`src/sv/lbg_pkg.sv`:
```
// Types, widths and constants of the load budget governor.
// Depends on nothing; imported by every module of the block and referenced by its interfaces.
package lbg_pkg;

    localparam int unsigned TIME_W  = 32;
    localparam int unsigned BUD_W   = 24;
    localparam int unsigned LOAD_W  = 23;
    localparam int unsigned FRAC_W  = 16;
    localparam int unsigned GUARD_W = LOAD_W - FRAC_W;
    localparam int unsigned TGT_W   = 17;
    localparam int unsigned RATE_W  = 16;
    localparam int unsigned WARM_W  = 16;
    localparam int unsigned CNT_W   = 32;
    localparam int unsigned IDX_W   = 8;
    localparam int unsigned DATA_W  = 24;

    localparam int unsigned MUL_A_W = 24;
    localparam int unsigned MUL_B_W = 17;
    localparam int unsigned PROD_W  = MUL_A_W + MUL_B_W;
    localparam int unsigned QUO_W   = 25;
    localparam int unsigned FEED_W  = 25;
    localparam int unsigned STEP_W  = 5;

    localparam logic [STEP_W-1:0]  LOAD_STEPS = STEP_W'(LOAD_W);
    localparam logic [STEP_W-1:0]  AFF_STEPS  = STEP_W'(QUO_W);
    localparam logic [LOAD_W-1:0]  LOAD_LIMIT = 23'd4194304;
    localparam logic [LOAD_W-1:0]  LOAD_ONE   = 23'd65536;
    localparam logic [MUL_B_W-1:0] ONE_Q16    = 17'd65536;
    localparam logic [PROD_W-1:0]  ROUND_HALF = 41'd32768;

    localparam logic [BUD_W-1:0]  CEILING_DEFAULT = 24'd4194304;
    localparam logic [TGT_W-1:0]  TARGET_MIN  = 17'd3277;
    localparam logic [TGT_W-1:0]  TARGET_MAX  = 17'd65536;
    localparam logic [RATE_W-1:0] ATTACK_MIN  = 16'd66;
    localparam logic [RATE_W-1:0] ATTACK_MAX  = 16'd58982;
    localparam logic [RATE_W-1:0] RELEASE_MAX = 16'd58982;
    localparam logic [TGT_W-1:0]  BAND_MIN    = 17'd6554;
    localparam logic [TGT_W-1:0]  BAND_MAX    = 17'd65536;

    typedef enum logic [IDX_W-1:0] {
        CFG_CEILING = 8'd0,
        CFG_FLOOR   = 8'd1,
        CFG_TARGET  = 8'd2,
        CFG_ATTACK  = 8'd3,
        CFG_RELEASE = 8'd4,
        CFG_BAND    = 8'd5,
        CFG_WARMUP  = 8'd6,
        CFG_LOOP    = 8'd7
    } t_cfg_idx;

    typedef struct packed {
        logic [BUD_W-1:0]  ceiling_units;
        logic [BUD_W-1:0]  floor_units;
        logic [TGT_W-1:0]  target_load;
        logic [RATE_W-1:0] attack_rate;
        logic [RATE_W-1:0] release_rate;
        logic [TGT_W-1:0]  dead_band;
        logic [WARM_W-1:0] warmup_blocks;
        logic              loop_enabled;
    } t_cfg;

    localparam t_cfg CFG_RESET = '{
        ceiling_units: 24'd4194304,
        floor_units:   24'd0,
        target_load:   17'd49152,
        attack_rate:   16'd6554,
        release_rate:  16'd655,
        dead_band:     17'd52429,
        warmup_blocks: 16'd16,
        loop_enabled:  1'b1
    };

    typedef enum logic [1:0] {
        ALU_NOP,
        ALU_MUL,
        ALU_DIV
    } t_alu_op;

    typedef struct packed {
        logic busy;
        logic done;
    } t_alu_status;

    typedef enum logic [3:0] {
        ST_IDLE,
        ST_CHECK,
        ST_LOAD_DIV,
        ST_LOAD_CHK,
        ST_SMOOTH,
        ST_PEAK,
        ST_ATTACK,
        ST_AFF_MUL,
        ST_AFF_DIV,
        ST_BAND,
        ST_RELEASE,
        ST_DONE
    } t_state;

endpackage

```
`src/sv/lbg_if.sv`:
```
// Handshake interfaces of the governor: input items, results and register writes.
// Depends on lbg_pkg for the field widths.
interface lbg_item_if;
    logic                          valid;
    logic                          ready;
    logic [lbg_pkg::TIME_W-1:0]    elapsed_ticks;
    logic [lbg_pkg::TIME_W-1:0]    deadline_ticks;
    logic [lbg_pkg::BUD_W-1:0]     units_spent;

    modport source (output valid, output elapsed_ticks, output deadline_ticks,
                    output units_spent, input ready);
    modport sink   (input valid, input elapsed_ticks, input deadline_ticks,
                    input units_spent, output ready);
endinterface

interface lbg_result_if;
    logic                          valid;
    logic                          ready;
    logic [lbg_pkg::BUD_W-1:0]     budget_units;
    logic [lbg_pkg::LOAD_W-1:0]    smoothed_load_out;
    logic [lbg_pkg::LOAD_W-1:0]    peak_load_out;
    logic [lbg_pkg::CNT_W-1:0]     pressure_count;
    logic                          sample_accepted;

    modport source (output valid, output budget_units, output smoothed_load_out,
                    output peak_load_out, output pressure_count,
                    output sample_accepted, input ready);
    modport sink   (input valid, input budget_units, input smoothed_load_out,
                    input peak_load_out, input pressure_count,
                    input sample_accepted, output ready);
endinterface

interface lbg_cfg_if;
    logic                          valid;
    logic                          ready;
    logic [lbg_pkg::IDX_W-1:0]     index;
    logic [lbg_pkg::DATA_W-1:0]    data;

    modport source (output valid, output index, output data, input ready);
    modport sink   (input valid, input index, input data, output ready);
endinterface

```
`src/sv/lbg_cfg.sv`:
```
// Configuration register file of the governor, with clamping after each write.
// Depends on lbg_pkg and the lbg_cfg_if interface.
module lbg_cfg (
    input  logic          i_clk,
    input  logic          i_rst_n,
    lbg_cfg_if.sink       i_cfg,
    output lbg_pkg::t_cfg o_cfg,
    output logic          o_clamp
);
    import lbg_pkg::*;

    t_cfg r_cfg;
    t_cfg n_cfg;
    t_cfg w_cfg;
    logic w_known;
    logic w_write;
    logic r_clamp;

    assign i_cfg.ready = 1'b1;
    assign w_write     = i_cfg.valid && i_cfg.ready && w_known;

    always_comb begin
        w_cfg   = r_cfg;
        w_known = 1'b1;
        case (i_cfg.index)
            CFG_CEILING: w_cfg.ceiling_units = i_cfg.data[BUD_W-1:0];
            CFG_FLOOR:   w_cfg.floor_units   = i_cfg.data[BUD_W-1:0];
            CFG_TARGET:  w_cfg.target_load   = i_cfg.data[TGT_W-1:0];
            CFG_ATTACK:  w_cfg.attack_rate   = i_cfg.data[RATE_W-1:0];
            CFG_RELEASE: w_cfg.release_rate  = i_cfg.data[RATE_W-1:0];
            CFG_BAND:    w_cfg.dead_band     = i_cfg.data[TGT_W-1:0];
            CFG_WARMUP:  w_cfg.warmup_blocks = i_cfg.data[WARM_W-1:0];
            CFG_LOOP:    w_cfg.loop_enabled  = i_cfg.data[0];
            default:     w_known = 1'b0;
        endcase

        n_cfg = w_cfg;
        if (n_cfg.ceiling_units == '0) begin
            n_cfg.ceiling_units = CEILING_DEFAULT;
        end
        if (n_cfg.floor_units > n_cfg.ceiling_units) begin
            n_cfg.floor_units = n_cfg.ceiling_units;
        end
        if (n_cfg.target_load < TARGET_MIN) begin
            n_cfg.target_load = TARGET_MIN;
        end else if (n_cfg.target_load > TARGET_MAX) begin
            n_cfg.target_load = TARGET_MAX;
        end
        if (n_cfg.attack_rate < ATTACK_MIN) begin
            n_cfg.attack_rate = ATTACK_MIN;
        end else if (n_cfg.attack_rate > ATTACK_MAX) begin
            n_cfg.attack_rate = ATTACK_MAX;
        end
        if (n_cfg.release_rate > RELEASE_MAX) begin
            n_cfg.release_rate = RELEASE_MAX;
        end
        if (n_cfg.dead_band < BAND_MIN) begin
            n_cfg.dead_band = BAND_MIN;
        end else if (n_cfg.dead_band > BAND_MAX) begin
            n_cfg.dead_band = BAND_MAX;
        end
    end

    always_ff @(posedge i_clk) begin
        if (!i_rst_n) begin
            r_cfg   <= CFG_RESET;
            r_clamp <= 1'b0;
        end else begin
            r_clamp <= w_write;
            if (w_write) begin
                r_cfg <= n_cfg;
            end
        end
    end

    assign o_cfg   = r_cfg;
    assign o_clamp = r_clamp;

endmodule

```
`src/sv/lbg_alu.sv`:
```
// Shared arithmetic unit: a registered multiplier and a one-bit-per-cycle divider.
// Depends on lbg_pkg for operand widths, opcodes and the status struct.
module lbg_alu #(
    parameter int unsigned DIV_W = 32
) (
    input  logic                         i_clk,
    input  logic                         i_rst_n,
    input  lbg_pkg::t_alu_op             i_op,
    input  logic [lbg_pkg::MUL_A_W-1:0]  i_mul_a,
    input  logic [lbg_pkg::MUL_B_W-1:0]  i_mul_b,
    input  logic [DIV_W-1:0]             i_div_rem,
    input  logic [DIV_W-1:0]             i_div_den,
    input  logic [lbg_pkg::FEED_W-1:0]   i_div_feed,
    input  logic [lbg_pkg::STEP_W-1:0]   i_div_steps,
    output logic [lbg_pkg::PROD_W-1:0]   o_prod,
    output logic [lbg_pkg::QUO_W-1:0]    o_quo,
    output lbg_pkg::t_alu_status         o_status
);
    import lbg_pkg::*;

    logic [PROD_W-1:0] r_prod;
    logic [DIV_W-1:0]  r_rem;
    logic [DIV_W-1:0]  r_den;
    logic [FEED_W-1:0] r_feed;
    logic [QUO_W-1:0]  r_quo;
    logic [STEP_W-1:0] r_cnt;
    logic              r_done;

    logic [DIV_W:0]    w_trial;
    logic [DIV_W:0]    w_diff;
    logic              w_fit;
    logic              w_step;
    logic              w_start;

    assign w_step  = (r_cnt != '0);
    assign w_start = !w_step && (i_op == ALU_DIV);
    assign w_trial = {r_rem, r_feed[FEED_W-1]};
    assign w_fit   = (w_trial >= {1'b0, r_den});
    assign w_diff  = w_trial - {1'b0, r_den};

    always_ff @(posedge i_clk) begin
        if (!i_rst_n) begin
            r_cnt  <= '0;
            r_done <= 1'b0;
        end else begin
            r_done <= w_step && (r_cnt == STEP_W'(1));
            if (w_step) begin
                r_cnt <= r_cnt - STEP_W'(1);
            end else if (w_start) begin
                r_cnt <= i_div_steps;
            end
        end
    end

    always_ff @(posedge i_clk) begin
        if (i_op == ALU_MUL) begin
            r_prod <= PROD_W'(i_mul_a) * PROD_W'(i_mul_b);
        end
        if (w_step) begin
            r_rem  <= w_fit ? w_diff[DIV_W-1:0] : w_trial[DIV_W-1:0];
            r_feed <= {r_feed[FEED_W-2:0], 1'b0};
            r_quo  <= {r_quo[QUO_W-2:0], w_fit};
        end else if (w_start) begin
            r_rem  <= i_div_rem;
            r_den  <= i_div_den;
            r_feed <= i_div_feed;
            r_quo  <= '0;
        end
    end

    assign o_prod        = r_prod;
    assign o_quo         = r_quo;
    assign o_status.busy = w_step;
    assign o_status.done = r_done;

endmodule

```
`src/sv/load_budget_governor_top.sv`:
```
// Top level of the load budget governor: sequencer, metering state and result register.
// Depends on lbg_pkg, the lbg interfaces, lbg_cfg and lbg_alu.
//
//   port       dir   word                                         handshake
//   i_item     in    elapsed_ticks, deadline_ticks, units_spent   valid / ready
//   o_result   out   budget_units, smoothed/peak load, pressure   valid / ready
//   i_cfg      in    index, data                                  valid / ready
//
// An item is metered, has its affordable budget divided out as well when needed, ends
// after the load division when the load exceeds 64.0, or is rejected before the load
// division; the load division takes 23 divider steps, the budget division 25.
// Reset is synchronous and active low and resets the metering state.
// Input is taken only while the sequencer is idle, and an unread result holds the
// next item only at its own end. Register writes are always ready.
module load_budget_governor_top #(
    parameter int unsigned LOAD_SMOOTHING = 6554,
    parameter int unsigned PEAK_DECAY     = 64881,
    parameter int unsigned TIME_BITS      = 32
) (
    input  logic          i_clk,
    input  logic          i_rst_n,
    lbg_item_if.sink      i_item,
    lbg_result_if.source  o_result,
    lbg_cfg_if.sink       i_cfg
);
    import lbg_pkg::*;

    localparam int unsigned EW = (TIME_BITS < TIME_W) ? TIME_BITS : TIME_W;
    localparam int unsigned DW = (EW > LOAD_W) ? EW : LOAD_W;
    localparam int unsigned CW = EW + GUARD_W;
    localparam logic [MUL_B_W-1:0] SMOOTH_K = MUL_B_W'(LOAD_SMOOTHING);
    localparam logic [MUL_B_W-1:0] DECAY_K  = MUL_B_W'(PEAK_DECAY);

    t_cfg        w_cfg;
    logic        w_clamp;
    t_alu_op     w_op;
    logic [MUL_A_W-1:0] w_mul_a;
    logic [MUL_B_W-1:0] w_mul_b;
    logic [DW-1:0]      w_div_rem;
    logic [DW-1:0]      w_div_den;
    logic [FEED_W-1:0]  w_div_feed;
    logic [STEP_W-1:0]  w_div_steps;
    logic [PROD_W-1:0]  w_prod;
    logic [QUO_W-1:0]   w_quo;
    t_alu_status        w_status;

    t_state r_state;
    t_state n_state;

    logic [EW-1:0]     r_elapsed;
    logic [EW-1:0]     r_deadline;
    logic [BUD_W-1:0]  r_units;
    logic [LOAD_W-1:0] r_load;
    logic              r_ok;
    logic [LOAD_W-1:0] r_sm_new;
    logic [LOAD_W-1:0] r_peak_new;
    logic [BUD_W-1:0]  r_bud_new;
    logic [BUD_W-1:0]  r_next;
    logic              r_warm_dec;

    logic [BUD_W-1:0]  r_budget;
    logic [LOAD_W-1:0] r_smoothed;
    logic [LOAD_W-1:0] r_peak;
    logic [WARM_W-1:0] r_warmup;
    logic [CNT_W-1:0]  r_pressure;

    logic              r_out_valid;
    logic [BUD_W-1:0]  r_out_budget;
    logic [LOAD_W-1:0] r_out_smoothed;
    logic [LOAD_W-1:0] r_out_peak;
    logic [CNT_W-1:0]  r_out_pressure;
    logic              r_out_ok;

    logic              w_accept;
    logic              w_out_free;
    logic              w_finish;
    logic              w_reject_early;
    logic              w_over;
    logic              w_need_aff;
    logic [LOAD_W-1:0] w_diff;
    logic [PROD_W-1:0] w_round;
    logic [LOAD_W-1:0] w_step;
    logic [BUD_W-1:0]  w_cut;
    logic [BUD_W-1:0]  w_pick;
    logic [PROD_W:0]   w_grow;
    logic [PROD_W-FRAC_W:0] w_grow_q;
    logic              w_under;
    logic [CNT_W-1:0]  w_press_new;

    lbg_cfg u_lbg_cfg (
        .i_clk   (i_clk),
        .i_rst_n (i_rst_n),
        .i_cfg   (i_cfg),
        .o_cfg   (w_cfg),
        .o_clamp (w_clamp)
    );

    lbg_alu #(
        .DIV_W (DW)
    ) u_lbg_alu (
        .i_clk       (i_clk),
        .i_rst_n     (i_rst_n),
        .i_op        (w_op),
        .i_mul_a     (w_mul_a),
        .i_mul_b     (w_mul_b),
        .i_div_rem   (w_div_rem),
        .i_div_den   (w_div_den),
        .i_div_feed  (w_div_feed),
        .i_div_steps (w_div_steps),
        .o_prod      (w_prod),
        .o_quo       (w_quo),
        .o_status    (w_status)
    );

    assign i_item.ready   = (r_state == ST_IDLE);
    assign w_accept       = i_item.valid && i_item.ready;
    assign w_out_free     = !r_out_valid || o_result.ready;
    assign w_finish       = (r_state == ST_DONE) && w_out_free;

    assign w_reject_early = (r_deadline == '0) ||
                            (CW'(r_elapsed) >= {r_deadline, {GUARD_W{1'b0}}});
    assign w_over         = (r_load > LOAD_W'(w_cfg.target_load));
    assign w_need_aff     = (r_load >= LOAD_ONE) && (r_units != '0);
    assign w_diff         = (r_load >= r_smoothed) ? (r_load - r_smoothed)
                                                   : (r_smoothed - r_load);
    assign w_round        = w_prod + ROUND_HALF;
    assign w_step         = w_round[FRAC_W +: LOAD_W];
    assign w_cut          = w_prod[FRAC_W +: BUD_W];
    assign w_pick         = ({1'b0, r_next} > w_quo) ? w_quo[BUD_W-1:0] : r_next;
    assign w_under        = ({r_load, {FRAC_W{1'b0}}} < (LOAD_W + FRAC_W)'(w_prod));
    assign w_grow         = (PROD_W + 1)'(w_prod)
                          + (PROD_W + 1)'({w_cfg.release_rate, 12'b0});
    assign w_grow_q       = w_grow[PROD_W:FRAC_W];
    assign w_press_new    = (r_ok && w_over && (r_pressure != '1))
                          ? r_pressure + CNT_W'(1) : r_pressure;

    always_ff @(posedge i_clk) begin
        if (!i_rst_n) begin
            r_state <= ST_IDLE;
        end else begin
            r_state <= n_state;
        end
    end

    always_comb begin
        n_state     = r_state;
        w_op        = ALU_NOP;
        w_mul_a     = '0;
        w_mul_b     = '0;
        w_div_rem   = '0;
        w_div_den   = '0;
        w_div_feed  = '0;
        w_div_steps = '0;
        case (r_state)
            ST_IDLE: begin
                if (i_item.valid) begin
                    n_state = ST_CHECK;
                end
            end
            ST_CHECK: begin
                if (w_reject_early) begin
                    n_state = ST_DONE;
                end else begin
                    w_op        = ALU_DIV;
                    w_div_rem   = DW'(r_elapsed >> GUARD_W);
                    w_div_den   = DW'(r_deadline);
                    w_div_feed  = {r_elapsed[GUARD_W-1:0], {(FEED_W - GUARD_W){1'b0}}};
                    w_div_steps = LOAD_STEPS;
                    n_state     = ST_LOAD_DIV;
                end
            end
            ST_LOAD_DIV: begin
                if (w_status.done) begin
                    n_state = ST_LOAD_CHK;
                end
            end
            ST_LOAD_CHK: begin
                if (!r_ok) begin
                    n_state = ST_DONE;
                end else begin
                    w_op    = ALU_MUL;
                    w_mul_a = MUL_A_W'(w_diff);
                    w_mul_b = SMOOTH_K;
                    n_state = ST_SMOOTH;
                end
            end
            ST_SMOOTH: begin
                w_op    = ALU_MUL;
                w_mul_a = MUL_A_W'(r_peak);
                w_mul_b = DECAY_K;
                n_state = ST_PEAK;
            end
            ST_PEAK: begin
                if (!w_cfg.loop_enabled || (r_warmup != '0)) begin
                    n_state = ST_DONE;
                end else if (w_over) begin
                    w_op    = ALU_MUL;
                    w_mul_a = r_budget;
                    w_mul_b = ONE_Q16 - MUL_B_W'(w_cfg.attack_rate);
                    n_state = ST_ATTACK;
                end else begin
                    w_op    = ALU_MUL;
                    w_mul_a = MUL_A_W'(w_cfg.target_load);
                    w_mul_b = w_cfg.dead_band;
                    n_state = ST_BAND;
                end
            end
            ST_ATTACK: begin
                if (w_need_aff) begin
                    w_op    = ALU_MUL;
                    w_mul_a = r_units;
                    w_mul_b = w_cfg.target_load;
                    n_state = ST_AFF_MUL;
                end else begin
                    n_state = ST_DONE;
                end
            end
            ST_AFF_MUL: begin
                w_op        = ALU_DIV;
                w_div_rem   = DW'(w_prod[PROD_W-1:QUO_W]);
                w_div_den   = DW'(r_load);
                w_div_feed  = w_prod[FEED_W-1:0];
                w_div_steps = AFF_STEPS;
                n_state     = ST_AFF_DIV;
            end
            ST_AFF_DIV: begin
                if (w_status.done) begin
                    n_state = ST_DONE;
                end
            end
            ST_BAND: begin
                if (w_under) begin
                    w_op    = ALU_MUL;
                    w_mul_a = r_budget;
                    w_mul_b = ONE_Q16 + MUL_B_W'(w_cfg.release_rate);
                    n_state = ST_RELEASE;
                end else begin
                    n_state = ST_DONE;
                end
            end
            ST_RELEASE: begin
                n_state = ST_DONE;
            end
            ST_DONE: begin
                if (w_out_free) begin
                    n_state = ST_IDLE;
                end
            end
            default: begin
                n_state = ST_IDLE;
            end
        endcase
    end

    always_ff @(posedge i_clk) begin
        if (w_accept) begin
            r_elapsed  <= i_item.elapsed_ticks[EW-1:0];
            r_deadline <= i_item.deadline_ticks[EW-1:0];
            r_units    <= i_item.units_spent;
        end
        case (r_state)
            ST_LOAD_DIV: begin
                r_load <= w_quo[LOAD_W-1:0];
            end
            ST_SMOOTH: begin
                r_sm_new <= (r_load >= r_smoothed) ? (r_smoothed + w_step)
                                                   : (r_smoothed - w_step);
            end
            ST_PEAK: begin
                r_peak_new <= (r_load > r_peak) ? r_load : w_prod[FRAC_W +: LOAD_W];
                r_bud_new  <= (w_cfg.loop_enabled && (r_warmup != '0))
                            ? w_cfg.ceiling_units : r_budget;
            end
            ST_ATTACK: begin
                r_next <= w_cut;
                if (!w_need_aff) begin
                    r_bud_new <= (w_cut < w_cfg.floor_units) ? w_cfg.floor_units : w_cut;
                end
            end
            ST_AFF_DIV: begin
                r_bud_new <= (w_pick < w_cfg.floor_units) ? w_cfg.floor_units : w_pick;
            end
            ST_RELEASE: begin
                r_bud_new <= (w_grow_q > (PROD_W - FRAC_W + 1)'(w_cfg.ceiling_units))
                           ? w_cfg.ceiling_units : w_grow_q[BUD_W-1:0];
            end
            default: begin
            end
        endcase
        if (w_finish) begin
            r_out_budget   <= r_ok ? r_bud_new : r_budget;
            r_out_smoothed <= r_ok ? r_sm_new : r_smoothed;
            r_out_peak     <= r_ok ? r_peak_new : r_peak;
            r_out_pressure <= w_press_new;
            r_out_ok       <= r_ok;
        end
    end

    always_ff @(posedge i_clk) begin
        if (!i_rst_n) begin
            r_ok        <= 1'b0;
            r_warm_dec  <= 1'b0;
            r_budget    <= CFG_RESET.ceiling_units;
            r_smoothed  <= '0;
            r_peak      <= '0;
            r_warmup    <= CFG_RESET.warmup_blocks;
            r_pressure  <= '0;
            r_out_valid <= 1'b0;
        end else begin
            if (w_accept) begin
                r_ok <= 1'b0;
            end else if ((r_state == ST_LOAD_DIV) && w_status.done) begin
                r_ok <= (w_quo <= QUO_W'(LOAD_LIMIT));
            end
            if (r_state == ST_PEAK) begin
                r_warm_dec <= w_cfg.loop_enabled && (r_warmup != '0);
            end else if (w_accept) begin
                r_warm_dec <= 1'b0;
            end

            if (w_finish && r_ok) begin
                r_budget   <= r_bud_new;
                r_smoothed <= r_sm_new;
                r_peak     <= r_peak_new;
                r_pressure <= w_press_new;
                if (r_warm_dec) begin
                    r_warmup <= r_warmup - WARM_W'(1);
                end
            end else if (w_clamp) begin
                if (r_budget < w_cfg.floor_units) begin
                    r_budget <= w_cfg.floor_units;
                end else if (r_budget > w_cfg.ceiling_units) begin
                    r_budget <= w_cfg.ceiling_units;
                end
            end

            if (w_finish) begin
                r_out_valid <= 1'b1;
            end else if (o_result.ready) begin
                r_out_valid <= 1'b0;
            end
        end
    end

    assign o_result.valid             = r_out_valid;
    assign o_result.budget_units      = r_out_budget;
    assign o_result.smoothed_load_out = r_out_smoothed;
    assign o_result.peak_load_out     = r_out_peak;
    assign o_result.pressure_count    = r_out_pressure;
    assign o_result.sample_accepted   = r_out_ok;

endmodule

```
`src/flat_wrapper.sv`:
```
// flat-port wrapper written by rule: the top's interface ports become plain ports
module load_budget_governor_top_flat import lbg_pkg::*;
#(
    parameter int unsigned LOAD_SMOOTHING = 6554,
    parameter int unsigned PEAK_DECAY     = 64881,
    parameter int unsigned TIME_BITS      = 32
)
  (i_clk, i_rst_n, i_item_valid, i_item_elapsed_ticks, i_item_deadline_ticks, i_item_units_spent, i_item_ready, o_result_valid, o_result_budget_units, o_result_smoothed_load_out, o_result_peak_load_out, o_result_pressure_count, o_result_sample_accepted, o_result_ready, i_cfg_valid, i_cfg_index, i_cfg_data, i_cfg_ready);
  lbg_item_if i_item_i ();
  lbg_result_if o_result_i ();
  lbg_cfg_if i_cfg_i ();
  input  logic i_clk;
  input  logic i_rst_n;
  input wire logic [$bits(i_item_i.valid)-1:0] i_item_valid;
  input wire logic [$bits(i_item_i.elapsed_ticks)-1:0] i_item_elapsed_ticks;
  input wire logic [$bits(i_item_i.deadline_ticks)-1:0] i_item_deadline_ticks;
  input wire logic [$bits(i_item_i.units_spent)-1:0] i_item_units_spent;
  output wire logic [$bits(i_item_i.ready)-1:0] i_item_ready;
  output wire logic [$bits(o_result_i.valid)-1:0] o_result_valid;
  output wire logic [$bits(o_result_i.budget_units)-1:0] o_result_budget_units;
  output wire logic [$bits(o_result_i.smoothed_load_out)-1:0] o_result_smoothed_load_out;
  output wire logic [$bits(o_result_i.peak_load_out)-1:0] o_result_peak_load_out;
  output wire logic [$bits(o_result_i.pressure_count)-1:0] o_result_pressure_count;
  output wire logic [$bits(o_result_i.sample_accepted)-1:0] o_result_sample_accepted;
  input wire logic [$bits(o_result_i.ready)-1:0] o_result_ready;
  input wire logic [$bits(i_cfg_i.valid)-1:0] i_cfg_valid;
  input wire logic [$bits(i_cfg_i.index)-1:0] i_cfg_index;
  input wire logic [$bits(i_cfg_i.data)-1:0] i_cfg_data;
  output wire logic [$bits(i_cfg_i.ready)-1:0] i_cfg_ready;
  assign i_item_i.valid = i_item_valid;
  assign i_item_i.elapsed_ticks = i_item_elapsed_ticks;
  assign i_item_i.deadline_ticks = i_item_deadline_ticks;
  assign i_item_i.units_spent = i_item_units_spent;
  assign i_item_ready = i_item_i.ready;
  assign o_result_valid = o_result_i.valid;
  assign o_result_budget_units = o_result_i.budget_units;
  assign o_result_smoothed_load_out = o_result_i.smoothed_load_out;
  assign o_result_peak_load_out = o_result_i.peak_load_out;
  assign o_result_pressure_count = o_result_i.pressure_count;
  assign o_result_sample_accepted = o_result_i.sample_accepted;
  assign o_result_i.ready = o_result_ready;
  assign i_cfg_i.valid = i_cfg_valid;
  assign i_cfg_i.index = i_cfg_index;
  assign i_cfg_i.data = i_cfg_data;
  assign i_cfg_ready = i_cfg_i.ready;
  load_budget_governor_top #(.LOAD_SMOOTHING(LOAD_SMOOTHING), .PEAK_DECAY(PEAK_DECAY), .TIME_BITS(TIME_BITS)) u_core (.i_clk(i_clk), .i_rst_n(i_rst_n), .i_item(i_item_i), .o_result(o_result_i), .i_cfg(i_cfg_i));
endmodule
```
`config.mk`:
```
export PLATFORM = sky130hd
export DESIGN_NAME = load_budget_governor_top_flat
export DESIGN_NICKNAME = d
export VERILOG_FILES = /design/src/sv/lbg_pkg.sv /design/src/sv/lbg_if.sv /design/src/sv/lbg_cfg.sv /design/src/sv/lbg_alu.sv /design/src/sv/load_budget_governor_top.sv /design/src/flat_wrapper.sv
export SDC_FILE = /design/constraint.sdc
export NUM_CORES = 2
export LEC_CHECK = 0
export BUFFER_PORTS_ARGS = -buffer_cell sky130_fd_sc_hd__buf_2
export CORE_MARGIN = 2
export CORE_UTILIZATION = 50
export CTS_CLUSTER_DIAMETER = 100
export DETAILED_ROUTE_END_ITERATION = 8
export PLACE_DENSITY = 0.69
export SLEW_MARGIN = 25
export SYNTH_ARGS = -nofsm -noshare
export SYNTH_HDL_FRONTEND = slang
export SYNTH_SLANG_ARGS = --single-unit
```
`constraint.sdc`:
```
create_clock -name i_clk -period 11.77 [get_ports i_clk]
set_input_delay 2.354 -clock i_clk [delete_from_list [all_inputs] [get_ports i_clk]]
set_output_delay 2.354 -clock i_clk [all_outputs]
set_load 0.1 [all_outputs]
```
==> impl_metrics.csv <==
group,metric,value,unit
layout,multiInputGateArea,35000,um2
global_routing,grt_first_pass_wirelength,315,mm
clocking,clk_latency,0.70,ns
detailed_routing,drc_errors,0,
clocking,cts_root_buffer,"sky130_fd_sc_hd__clkbuf_16",
detailed_routing,routed_wire_length_per_instance,27.1,um
detailed_routing,first_pass_iters,7,
clocking,cts.hold.buffers_added,0,
worst_hold_path,hp-class,"flop to flop",
setup_path,crit_type,"flop to flop",
global_routing,overflow_left_after_global_routing,0,
logic_synthesis,yosys_most_used_dff,"sky130_fd_sc_hd__edfxtp_1",
timing,timing.final.crit_period,11.20,ns
pwr,worst_ir_drop_vdd,141,uV
global_routing,grt_start_max_net_pins,75,
logic_synthesis,netlist.area_leader.share,24.2,%
setup_path,critical_path.startpoint_type,"flop",
logic_synthesis,synth-adder-area-share,22.3,%
clocking,worst_setup_hold_path_clk_slew,0.06,ns
outcome,run_status,"finished clean",
timing,slew_headroom,14.3,%
timing,timing.final.hold_violations,0,
setup_path,timing.critical_path.slowest_cell_delay,1.00,ns
setup_path,critical_path.slowest_cell,"sky130_fd_sc_hd__a21oi_1",
clocking,cts_post_setup_buffers_inserted,0,
logic_synthesis,ys_async_sr_fraction,0,%
logic_synthesis,yosysTopAreaCell,"sky130_fd_sc_hd__edfxtp_1",
clocking,cts-htree-levels,3,
timing,period_utilisation_layout,95.1,%
detailed_routing,drtAntennaViolNets,0,
setup_path,worstSetupEndpointType,"flop",
clocking,tritoncts.num_buffers,82,
placement,dp_hpwl,169,mm
placement,io_buffers,229,
clocking,cts_buffer_depth,3,
logic_synthesis,synth-simple-area-share,15.5,%
logic_synthesis,netlist_top_cells_area,"sky130_fd_sc_hd__edfxtp_1 24%, sky130_fd_sc_hd__fa_1 12%, sky130_fd_sc_hd__ha_1 11%",
logic_synthesis,flops_latches_synth,710,
setup_path,worst-endpoint-arrival,11.64,ns
die,design.die.area,117000,um2
placement,pre_cts_ws,0.691,ns
global_routing,antenna_found_initial,8,
detailed_routing,via_count,49908,
layout,final_net_count,7339,
timing,clock_skew,0.0540,ns
timing,fmax,89.3,MHz
logic_synthesis,synthDistinctLibCells,93,
logic_synthesis,synth-seq-area-share,32.9,%
run,max_cap_violation_count,0,
layout,register_area,18800,um2
die,dieHeight,343,um
pwr,total_power,9.52,mW
pwr,power_density,150,nW/um2
detailed_routing,drt_iter0_drc,6363,
pwr,cellLeakagePower,27.0,nW
logic_synthesis,synthMuxAreaShare,3.96,%
placement,gp_congestion,1.05,
timing,worstMarginPinSlew,1.29,ns
setup_path,cp_data_required_time,12.22,ns
logic_synthesis,count_of_flip_flops_with_a_built_in_enable_after_synthesis,462,
die,die_w,343,um
clocking,ctsResizeCount,0,
die,row_count,124,
logic_synthesis,synth-compound-area-share,15.2,%
logic_synthesis,combinational_family_with_the_most_area_after_synthesis,"adder cells",
setup_path,crit_fanout,26,
die,floorplan.initialDensity,50.3,%
logic_synthesis,synthesized_area_fraction_occupied_by_xor_and_xnor_cells,3.70,%
timing,grt_setup_unrepaired,"no",
clocking,numClockSinks,710,
global_routing,track_usage,36.3,%
setup_path,worst_path_most_repeated_cell,"sky130_fd_sc_hd__fa_1",
logic_synthesis,syn-instance-count,6198,
layout,synthToLayoutAreaGrowth,10.7,%
layout,fillers,10257,
logic_synthesis,synth.avg_cell_area,9.25,um2
detailed_routing,totalWireLength,216,mm
logic_synthesis,syn-cell-area,57300,um2
timing,final_sum_of_negative_setup_slack,0,ns
global_routing,via_count_of_the_first_global_routing_pass,47301,
die,io_pins,231,
layout,postLayoutCellArea,63500,um2
detailed_routing,vias_per_cell,6.26,
timing,finalWorstSetupSlack,0.573,ns
placement,detailed_place.area,60700,um2
timing,finalSetupViolations,0,
die,design.core.area,114000,um2
layout,drive_gt1_share,10.1,%
clocking,tritoncts_clock_tree,"yes",
timing,drv_slew,0,
logic_synthesis,synthesis.yosys.warnings,0,
logic_synthesis,mappedNetlistNets,7145,
[registers in the layout, summed over array words and instances (netlist names), 5 cells and up]
name                               cells
u_core.r_units                        24
u_core.r_budget                       24
u_core.u_lbg_alu.r_den                32
u_core.u_lbg_alu.r_rem                32
u_core.r_smoothed                     23
u_core.r_peak                         23
u_core.r_pressure                     32
u_core.r_next                         24
u_core.r_load                         23
u_core.u_lbg_alu.r_cnt                 5
u_core.o_result.budget_units          24
u_core.u_lbg_alu.o_quo                25
u_core.u_lbg_alu.r_feed               25
u_core.r_peak_new                     23
u_core.r_elapsed                      32
u_core.u_lbg_alu.o_prod               41
u_core.o_result.peak_load_out         23
u_core.o_result.pressure_count        32
u_core.o_result.smoothed_load_out     23
u_core.r_bud_new                      24
u_core.r_warmup                       16
u_core.r_deadline                     32
u_core.r_sm_new                       23
u_core.u_lbg_cfg.o_cfg               115
[cells by family after synthesis]
logic type               count (synthesis)
AND/OR/NAND/NOR                       1925
AO/OA/AOI/OAI                         1308
buffers and inverters                  971
adder cells (fa/ha/maj)                822
flip-flops                             710
XOR/XNOR                               242
multiplexers                           219
other                                    1
[synth_stat cells (55+ instances only)]
library cell / count
sky130_fd_sc_hd__nand4_1: 77
sky130_fd_sc_hd__and2_1: 106
sky130_fd_sc_hd__xnor2_1: 166
sky130_fd_sc_hd__a21oi_1: 326
sky130_fd_sc_hd__xor2_1: 76
sky130_fd_sc_hd__a21o_1: 112
sky130_fd_sc_hd__o21ai_0: 269
sky130_fd_sc_hd__dfxtp_1: 248
sky130_fd_sc_hd__a211oi_1: 74
sky130_fd_sc_hd__nor2_1: 454
sky130_fd_sc_hd__o211ai_1: 67
sky130_fd_sc_hd__mux2i_1: 165
sky130_fd_sc_hd__ha_1: 489
sky130_fd_sc_hd__edfxtp_1: 462
sky130_fd_sc_hd__a221o_1: 55
sky130_fd_sc_hd__inv_1: 684
sky130_fd_sc_hd__fa_1: 333
sky130_fd_sc_hd__clkbuf_1: 238
sky130_fd_sc_hd__nor3_1: 98
sky130_fd_sc_hd__nand3_1: 138
sky130_fd_sc_hd__nand2_1: 765
[cell type report]
type                            instances  area share, %
Antenna cell                            3         0.0118
Clock buffer                          114           3.67
Clock inverter                         38          0.692
Inverter                              688           4.08
Multi-Input combinational cell       4517           55.1
Sequential cell                       710           29.7
Tap cell                             1512           2.98
Timing Repair Buffer                  393           3.75
[worst paths after layout]
path / from / endpoint / slack [ns] / cells after the start
worst min-delay path: u_core.u_lbg_alu.o_quo[16] / u_core.r_load[16] / 0.46 / 0
worst max-delay path: u_core.u_lbg_alu.o_prod[14] / u_core.u_lbg_alu.o_prod[36] / 0.57 / 29
worst max register to register: u_core.u_lbg_alu.o_prod[14] / u_core.u_lbg_alu.o_prod[36] / 0.57 / 29
worst min register to register: u_core.u_lbg_alu.o_quo[16] / u_core.r_load[16] / 0.46 / 0
[metrics by stage]
stage                     instances  util, %  hold WS, ns
after CTS                      7971     55.6        0.451
after floorplan                6198        -        0.406
after global placement         7819     53.2        0.451
after global routing           7972     55.6        0.471
final                          7975     55.7        0.462
after detailed placement       7819     53.2        0.437
[metal layers]
layer | GRT usage [%] | up-vias | part of all wire (%) | wire (um)
met5 | 0 | - | 0.012 | 26
met2 | 53.7 | 2950 | 42 | 91500
li1 | - | 22151 | - | -
met4 | 18.6 | 4 | 6.1 | 13100
met1 | 49.6 | 24213 | 40 | 86300
met3 | 8.74 | 590 | 12 | 24800
[critical path, delay by kind of cell, from the launching register on]
family / cells / cell delay (ns)
simple gates: 8 / 2.41
flops: 1 / 0.53
fa+ha+maj: 7 / 3.27
compound gates: 12 / 4.31
buf+inv: 2 / 0.44
[where the power goes]
part	switching (mW)	internal (mW)	leakage, nW
clock network	1.12	1.55	1.35
registers	0.274	3.14	6.32
logic	2.23	1.20	19.3
total	3.63	5.89	27.0
[cells in the final DEF, fill, tap and decap left out, drive strengths merged, types with 55 or more instances in the layout]
cell type	count
nand2	765
inv	690
ha	489
edfxtp	462
nor2	454
buf	393
fa	333
a21oi	326
o21ai	278
dfxtp	248
xnor2	166
mux2i	165
nand3	139
clkbuf	114
a21o	112
and2	107
nor3	98
nand4	77
xor2	76
a211oi	74
o211ai	67
a221o	55
No activity file was read; power rests on OpenSTA's default activity.
